==> src/sv/xor_checked_packet_deframer_core_macros.svh <==
// Assertion helpers for the deframer; expect clk and arst_n in scope.
`ifndef XOR_CHECKED_PACKET_DEFRAMER_CORE_MACROS_SVH
`define XOR_CHECKED_PACKET_DEFRAMER_CORE_MACROS_SVH

// Check that cond holds in the same cycle as trig.
`define XCPD_ASSERT_SAME(lbl, trig, cond) \
	lbl: assert property (@(posedge clk) disable iff (!arst_n) (trig) |-> (cond)) \
		else $error("xcpd assertion failed");

// Check that cond holds in the cycle after trig.
`define XCPD_ASSERT_NEXT(lbl, trig, cond) \
	lbl: assert property (@(posedge clk) disable iff (!arst_n) (trig) |=> (cond)) \
		else $error("xcpd assertion failed");

`endif

==> src/sv/xcpd_pkg.sv <==
package xcpd_pkg;

	localparam int MAX_PAYLOAD = 32;
	localparam int ADDR_W = (MAX_PAYLOAD > 1) ? $clog2(MAX_PAYLOAD) : 1;
	localparam int LEN_W = $clog2(MAX_PAYLOAD + 1);

	localparam int BYTE_W = 8;
	localparam int CMD_W = 8;
	localparam int PLEN_W = 6;
	localparam int BIDX_W = 5;
	localparam int OUT_BITS = CMD_W + PLEN_W + BIDX_W + BYTE_W;
	localparam int OUT_TDATA_W = ((OUT_BITS + 7) / 8) * 8;
	localparam int OUT_PAD_W = OUT_TDATA_W - OUT_BITS;

	typedef enum logic [2:0] {
		PH_HUNT  = 3'd0,
		PH_CMD   = 3'd1,
		PH_LEN   = 3'd2,
		PH_DATA  = 3'd3,
		PH_CHECK = 3'd4
	} phase_t;

	typedef struct packed {
		logic              we;
		logic [ADDR_W-1:0] addr;
		logic [BYTE_W-1:0] data;
	} wr_req_t;

	typedef struct packed {
		logic             go;
		logic [CMD_W-1:0] cmd;
		logic [LEN_W-1:0] len;
	} start_t;

	typedef struct packed {
		logic [OUT_PAD_W-1:0] pad;
		logic [BYTE_W-1:0]    payload_byte;
		logic [BIDX_W-1:0]    byte_index;
		logic [PLEN_W-1:0]    data_len;
		logic [CMD_W-1:0]     opcode;
	} out_data_t;

endpackage

==> src/sv/xcpd_store_emit.sv <==
module xcpd_store_emit (
	input  logic                        clk,
	input  logic                        arst_n,
	input  xcpd_pkg::wr_req_t           wr,
	input  xcpd_pkg::start_t            start,
	output logic                        busy,
	output logic                        m_tvalid,
	input  logic                        m_tready,
	output logic [xcpd_pkg::OUT_TDATA_W-1:0] m_tdata,
	output logic                        m_tlast,
	output logic                        m_tuser
);
	import xcpd_pkg::*;

	logic [BYTE_W-1:0] mem [MAX_PAYLOAD];

	logic              active_q;
	logic              empty_q;
	logic [CMD_W-1:0]  cmd_q;
	logic [LEN_W-1:0]  len_q;
	logic [ADDR_W-1:0] idx_q;

	logic              pend_s1;
	logic [ADDR_W-1:0] pend_idx_s1;
	logic              pend_last_s1;
	logic [BYTE_W-1:0] rd_data_s1;

	logic              out_valid_q;
	logic              out_last_q;
	logic              out_user_q;
	out_data_t         out_data_q;

	logic issue;
	logic is_last;

	assign busy = active_q | pend_s1;
	assign issue = active_q & ~pend_s1 & (~out_valid_q | m_tready);
	assign is_last = empty_q | ((LEN_W'(idx_q) + LEN_W'(1)) == len_q);

	always_ff @(posedge clk) begin
		if (wr.we) begin
			mem[wr.addr] <= wr.data;
		end
		if (issue) begin
			rd_data_s1 <= mem[idx_q];
		end
	end

	always_ff @(posedge clk or negedge arst_n) begin
		if (!arst_n) begin
			active_q     <= 1'b0;
			empty_q      <= 1'b0;
			cmd_q        <= '0;
			len_q        <= '0;
			idx_q        <= '0;
			pend_s1      <= 1'b0;
			pend_idx_s1  <= '0;
			pend_last_s1 <= 1'b0;
		end else begin
			pend_s1 <= issue;
			if (start.go) begin
				active_q <= 1'b1;
				empty_q  <= (start.len == '0);
				cmd_q    <= start.cmd;
				len_q    <= start.len;
				idx_q    <= '0;
			end else if (issue) begin
				pend_idx_s1  <= idx_q;
				pend_last_s1 <= is_last;
				idx_q        <= idx_q + ADDR_W'(1);
				if (is_last) begin
					active_q <= 1'b0;
				end
			end
		end
	end

	always_ff @(posedge clk or negedge arst_n) begin
		if (!arst_n) begin
			out_valid_q <= 1'b0;
			out_last_q  <= 1'b0;
			out_user_q  <= 1'b0;
		end else if (pend_s1) begin
			out_valid_q <= 1'b1;
			out_last_q  <= pend_last_s1;
			out_user_q  <= ~empty_q;
		end else if (m_tready) begin
			out_valid_q <= 1'b0;
		end
	end

	always_ff @(posedge clk) begin
		if (pend_s1) begin
			out_data_q.pad          <= '0;
			out_data_q.opcode       <= cmd_q;
			out_data_q.data_len     <= PLEN_W'(len_q);
			out_data_q.byte_index   <= BIDX_W'(pend_idx_s1);
			out_data_q.payload_byte <= empty_q ? '0 : rd_data_s1;
		end
	end

	assign m_tvalid = out_valid_q;
	assign m_tdata  = out_data_q;
	assign m_tlast  = out_last_q;
	assign m_tuser  = out_user_q;

	`include "xor_checked_packet_deframer_core_macros.svh"

	`XCPD_ASSERT_SAME(a_no_write_while_emitting, wr.we, !busy)
	`XCPD_ASSERT_SAME(a_no_start_while_emitting, start.go, !busy)
	`XCPD_ASSERT_SAME(a_pending_read_has_slot, pend_s1, !out_valid_q)
	`XCPD_ASSERT_NEXT(a_pending_read_loads_output, pend_s1, out_valid_q)

endmodule

==> src/sv/xor_checked_packet_deframer_core.sv <==
// Channel   | Direction | Handshake           | Payload
// s_*       | in        | s_tvalid / s_tready | s_tdata[7:0] rx_byte
// m_*       | out       | m_tvalid / m_tready | tdata, tlast = last, tuser = has_payload
// cfg_*     | in        | cfg_valid/cfg_ready | cfg_data = sync_byte
//
// The payload bytes go into a 32-entry store. A packet that passes its check is
// read back from the store result by result, each by a store read and then an
// output load, a new read waiting until the previous one has loaded the output,
// while no input request is taken. An empty packet gives one result with no payload.
// Reset sets sync_byte to 0xAA and returns to the hunt; the store is not cleared.
// A stalled output holds its result; a read is issued only as the output slot frees.
module xor_checked_packet_deframer_core (
	input  logic                             clk,
	input  logic                             arst_n,
	input  logic                             s_tvalid,
	output logic                             s_tready,
	input  logic [7:0]                       s_tdata,  // [7:0] rx_byte
	output logic                             m_tvalid,
	input  logic                             m_tready,
	// [7:0] opcode, [13:8] data_len, [18:14] byte_index,
	// [26:19] payload_byte, [31:27] zero
	output logic [xcpd_pkg::OUT_TDATA_W-1:0] m_tdata,
	output logic                             m_tlast,
	output logic                             m_tuser,  // [0] has_payload
	input  logic                             cfg_valid,
	output logic                             cfg_ready,
	input  logic [7:0]                       cfg_data
);
	import xcpd_pkg::*;

	phase_t            phase_q;
	phase_t            phase_d;
	logic [7:0]        sync_q;
	logic [7:0]        xor_q;
	logic [CMD_W-1:0]  cmd_q;
	logic [LEN_W-1:0]  exp_q;
	logic [LEN_W-1:0]  cnt_q;

	logic              busy;
	logic              acc;
	logic [BYTE_W-1:0] rx;
	wr_req_t           wr;
	start_t            start;

	assign rx        = s_tdata;
	assign s_tready  = ~busy;
	assign acc       = s_tvalid & s_tready;
	assign cfg_ready = 1'b1;

	always_ff @(posedge clk or negedge arst_n) begin
		if (!arst_n) begin
			sync_q <= 8'hAA;
		end else if (cfg_valid) begin
			sync_q <= cfg_data;
		end
	end

	always_ff @(posedge clk or negedge arst_n) begin
		if (!arst_n) begin
			phase_q <= PH_HUNT;
		end else begin
			phase_q <= phase_d;
		end
	end

	always_comb begin
		phase_d    = phase_q;
		wr.we      = 1'b0;
		wr.addr    = cnt_q[ADDR_W-1:0];
		wr.data    = rx;
		start.go   = 1'b0;
		start.cmd  = cmd_q;
		start.len  = exp_q;
		case (phase_q)
			PH_CMD: begin
				if (acc) begin
					phase_d = PH_LEN;
				end
			end
			PH_LEN: begin
				if (acc) begin
					if (rx > 8'(MAX_PAYLOAD)) begin
						phase_d = PH_HUNT;
					end else if (rx == '0) begin
						phase_d = PH_CHECK;
					end else begin
						phase_d = PH_DATA;
					end
				end
			end
			PH_DATA: begin
				wr.we = acc;
				if (acc && ((cnt_q + LEN_W'(1)) >= exp_q)) begin
					phase_d = PH_CHECK;
				end
			end
			PH_CHECK: begin
				if (acc) begin
					start.go = ((xor_q ^ sync_q) == rx);
					phase_d  = PH_HUNT;
				end
			end
			default: begin
				if (acc && (rx == sync_q)) begin
					phase_d = PH_CMD;
				end else begin
					phase_d = PH_HUNT;
				end
			end
		endcase
	end

	always_ff @(posedge clk or negedge arst_n) begin
		if (!arst_n) begin
			xor_q <= '0;
			cmd_q <= '0;
			exp_q <= '0;
			cnt_q <= '0;
		end else if (acc) begin
			case (phase_q)
				PH_CMD: begin
					cmd_q <= rx;
					xor_q <= rx;
				end
				PH_LEN: begin
					if (rx <= 8'(MAX_PAYLOAD)) begin
						exp_q <= rx[LEN_W-1:0];
						cnt_q <= '0;
						xor_q <= xor_q ^ rx;
					end
				end
				PH_DATA: begin
					cnt_q <= cnt_q + LEN_W'(1);
					xor_q <= xor_q ^ rx;
				end
				default: begin
				end
			endcase
		end
	end

	xcpd_store_emit u_store_emit (
		.clk      (clk),
		.arst_n   (arst_n),
		.wr       (wr),
		.start    (start),
		.busy     (busy),
		.m_tvalid (m_tvalid),
		.m_tready (m_tready),
		.m_tdata  (m_tdata),
		.m_tlast  (m_tlast),
		.m_tuser  (m_tuser)
	);

endmodule

==> config.mk <==
export PLATFORM = sky130hd
export DESIGN_NAME = xor_checked_packet_deframer_core
export DESIGN_NICKNAME = d
export VERILOG_FILES = /design/src/sv/xcpd_pkg.sv /design/src/sv/xcpd_store_emit.sv /design/src/sv/xor_checked_packet_deframer_core.sv
export VERILOG_INCLUDE_DIRS = /design/src /design/src/sv
export SDC_FILE = /design/constraint.sdc
export NUM_CORES = 1
export LEC_CHECK = 0
export ABC_AREA = 1
export ABC_CLOCK_PERIOD_IN_PS = 2200
export BUFFER_PORTS_ARGS = -buffer_cell sky130_fd_sc_hd__buf_2
export CAP_MARGIN = 10
export CELL_PAD_IN_SITES_DETAIL_PLACEMENT = 1
export CELL_PAD_IN_SITES_GLOBAL_PLACEMENT = 2
export CORE_UTILIZATION = 38
export DETAILED_ROUTE_END_ITERATION = 16
export PLACE_DENSITY_LB_ADDON = 0.1
export SETUP_SLACK_MARGIN = 0.4
export SLEW_MARGIN = 20
export SYNTH_ARGS = -nofsm -noshare
export SYNTH_HDL_FRONTEND = slang
export SYNTH_SLANG_ARGS = --single-unit
==> constraint.sdc <==
create_clock -name clk -period 2.2 [get_ports clk]
set_input_delay 0.33 -clock clk [delete_from_list [all_inputs] [get_ports clk]]
set_output_delay 0.33 -clock clk [all_outputs]
set_load 0.005 [all_outputs]
==> reports/results.tsv <==
metric	value	unit
Multi-input gate area	0.00495	mm^2
Int Pwr	11.3	mW
Final Critical Period	2.00	ns
I/O pin count	58	
sum of buffers and inverters on the critical path	2	
TritonCTS clock tree	built	
PD cells	739	mW/mm^2
Syn Area/Cell	11.4	um^2
Max FO, Critical Path	5	
total global-route track usage	0.223	
Sink Count	361	
Slew headroom	0.638	
hold slack	0.0480	ns
Final Hold Viols	0	
Max Cap Viol	0	
FMAX	501	MHz
PortBufs	51	
mux contribution to synthesized area	0	
core area	0.0387	mm^2
status	finished clean	
Crit-path slowest cell	dfrtp_2	
CP cell instances	ha_4, nand2_2, inv_4, o22ai_4, ha_4, nand2_4, o21a_1, nand4_1, nand2_2, inv_2, nand2_1, o21ai_1	
Core Util, Final	0.500	
warnings from Yosys	0	
share of cells above drive strength 1	0.290	
main combinational cell family by area after synthesis	simple AND/OR/NAND/NOR gates	
Die H	200	um
Final Setup Violations	0	
DR iter-0 viols	702	
register area	0.0105	mm^2
dpl hpwl	26400	um
CP Capture Type	flop	
initial core utilization	0.386	
Compound-Gate Fraction of Synth Area	0.0898	
ANT cells	0	
final setup TNS	0	ns
Synth Area in XOR/XNOR	0.00762	
Final Instance Count excl. Fillers	2008	
Post-Syn Instances	1316	
wire per inst	23.5	um
Leakage	7.21	nW
Critical Path AT	2.42	ns
initial antenna violation count	2	
Netlist cell types	40	
first-pass GRT wire length	67700	um
simple-gate share of the synthesized area	0.151	
metal3 WL	1960	um
Mapped Area	0.0149	mm^2
row count	72	
fin crit share	0.908	
VDD IR-drop max	0.000532	V
post-synthesis adder-cell area fraction	0.00921	
Total Power	14.3	mW
sequential cell fraction of total power	0.524	
final net count	1492	
maximum number of pins on one net before global-route repair	59	
routability cong.	0.794	
worst-margin pin slew	0.541	ns
via/cell ratio	5.28	
clock latency on the worst-skew pair	0.55	ns
part of the power in the clock network	0.442	
clock skew	0.00909	ns
worst endpoint required time	2.63	ns
Placed Cells	1864	
final wirelength	47200	um
Syn-to-layout area delta	29.7	%
number of remaining DRC errors	0	
Switching Fraction	0.213	
# fillers	4028	
top sig layer	met4	
grt total ovfl	0	
sequential area share after synthesis	0.702	
clk root buf	clkbuf_16	
Hold Path Class	in2reg	
clk buf depth	3	
Vias	10600	
die width	200	um
CTS clk-pin slew, worst paths	0.06	ns
P_sw	3.05	mW
delay-heaviest family, CP	flip-flops	
number of routed nets with antenna violations	0	
TritonRoute pass-1 iters	5	
combinational share of power	0.034	
Worst path max stage delay	0.48	ns
total CTS buffers	40	
#FFs+latches synth	361	
die area	0.0401	mm^2
Pins Over Slew Limit	0	
vias in the first global route	11000	
RSZ-0062 raised after global routing	yes	
Max H-tree Level	2	
WL met2	22800	um
worst setup path class	reg2reg	
Setup crit start kind	flop	
routed metal-1 wirelength	21800	um
-- area by class of cell --
cell class,count,area share
Clock buffer,57,0.0581
Clock inverter,15,0.00478
Inverter,69,0.0143
Multi-Input combinational cell,820,0.255
Sequential cell,361,0.542
Tap cell,518,0.0334
Timing Repair Buffer,168,0.0919
-- sequential cells by signal (all words and copies together), names as in the netlist, 3 cells and up --
register,count
sync_q,8
cmd_q,8
u_store_emit.rd_data_s1,8
u_store_emit.len_q,6
u_store_emit.m_tdata,27
u_store_emit.idx_q,5
phase_q,3
u_store_emit.pend_idx_s1,5
exp_q,6
u_store_emit.cmd_q,8
xor_q,8
cnt_q,6
u_store_emit.mem,256
-- cell families after synthesis --
kind of cell             count (synthesis)
XOR/XNOR                                13
flip-flops                             361
buffers and inverters                  139
other                                    2
adder cells (fa/ha/maj)                 11
AND/OR/NAND/NOR                        545
AO/OA/AOI/OAI                          245
-- placed cells by master (no fill, tap or decap), drive strengths merged, types with 11 or more instances in the layout --
master,synthesis,routed
ha,11,11
buf,36,152
o22ai,66,66
clkinv,3,18
o21ai,166,166
nand2,243,243
clkbuf,34,65
inv,66,64
dfrtp,66,66
nor2,210,210
edfxtp,291,291
nand3,82,82
-- final timing paths --
check	start	endpoint	slack, ns	cells after the start
worst max register to register	cnt_q[0]$_DFFE_PN0P_	phase_q[1]$_DFFE_PN0P_	0.20	12
worst min register to register	u_store_emit.cmd_q[4]$_DFFE_PN0P_	u_store_emit.m_tdata[4]$_DFFE_PP_	0.45	0
worst min-delay path	m_tready	u_store_emit.m_tvalid$_DFFE_PN0P_	0.05	4
min in group asynchronous	arst_n	u_store_emit.m_tuser$_DFFE_PN0P_	0.29	2
max in group asynchronous	arst_n	cnt_q[3]$_DFFE_PN0P_	1.28	3
worst max-delay path	cnt_q[0]$_DFFE_PN0P_	phase_q[1]$_DFFE_PN0P_	0.20	12
-- power by group through the flow --
stage / sequential (mW) / combinational, mW / clock, mW
floorplan: 7.63 / 0.231 / 0
global placement: 7.64 / 0.455 / 0
detailed placement: 7.64 / 0.464 / 0
CTS: 7.50 / 0.486 / 6.49
global route: 7.51 / 0.561 / 6.73
finish: 7.51 / 0.494 / 6.33
-- Yosys cell counts --
master    instances  area share
a21oi_1           4      0.0013
a22o_1            5      0.0029
o21ai_1           1     0.00033
buf_4             7      0.0035
nor3_4            1      0.0011
o22ai_1          66       0.028
o21ai_2           1     0.00059
buf_6             2      0.0015
ha_1             11      0.0092
xnor2_1           8      0.0047
nor2_1          205       0.051
nand3_4           1      0.0012
inv_2             4      0.0010
clkbuf_2          1     0.00033
nand4_1           4      0.0017
o21ai_0         164       0.055
edfxtp_1        291        0.58
inv_1            62       0.016
nor2_4            1     0.00075
clkbuf_1         33      0.0083
dfstp_2           4      0.0070
nor4_1            1     0.00042
a22oi_1           1     0.00050
xor2_1            5      0.0029
dfrtp_1          66        0.11
nand3b_1          1     0.00050
nand3_2           1     0.00067
nor2_2            4      0.0017
o21a_1            1     0.00050
a21oi_2           1     0.00059
clkinv_1          3     0.00075
o211ai_1          1     0.00050
nand2_1         238       0.060
nor3_2            1     0.00067
buf_2            23      0.0077
nand2_4           5      0.0038
conb_1            2     0.00050
buf_1             4      0.0010
nand3_1          80       0.027
nor3_1            2     0.00067
-- routing by layer --
metal  global-route usage  up-vias
met3               0.0345       51
li1                     -     4890
met1                0.319     5430
met4               0.0504        0
met2                0.359      227
met5                    0        -
-- metrics by stage --
stage                     worst slack [ns]  area [um^2]
final                                0.203        19400
after global routing                0.0737        19400
after CTS                            0.216        18300
after detailed placement            0.0737        16200
after global placement              0.0836        16200
after floorplan                      0.136        15200
-- worst register-to-register path, cell delays in order, from the launching register on --
cell	delay, ns
dfrtp_2	0.48
ha_4	0.20
nand2_2	0.08
inv_4	0.06
o22ai_4	0.20
ha_4	0.24
nand2_4	0.08
o21a_1	0.16
nand4_1	0.12
nand2_2	0.10
inv_2	0.05
nand2_1	0.05
o21ai_1	0.07
-- repair_timing --
item / CTS / global route
gates cloned: 3 / 14
hold buffers: 8 / 0
hold endpoints to repair: 40 / 0
buffers inserted: 37 / 10
pin swaps: 36 / 63
setup endpoints to repair: 290 / 302
gates resized for setup: 74 / 219
(Power assumes the default switching activity.)
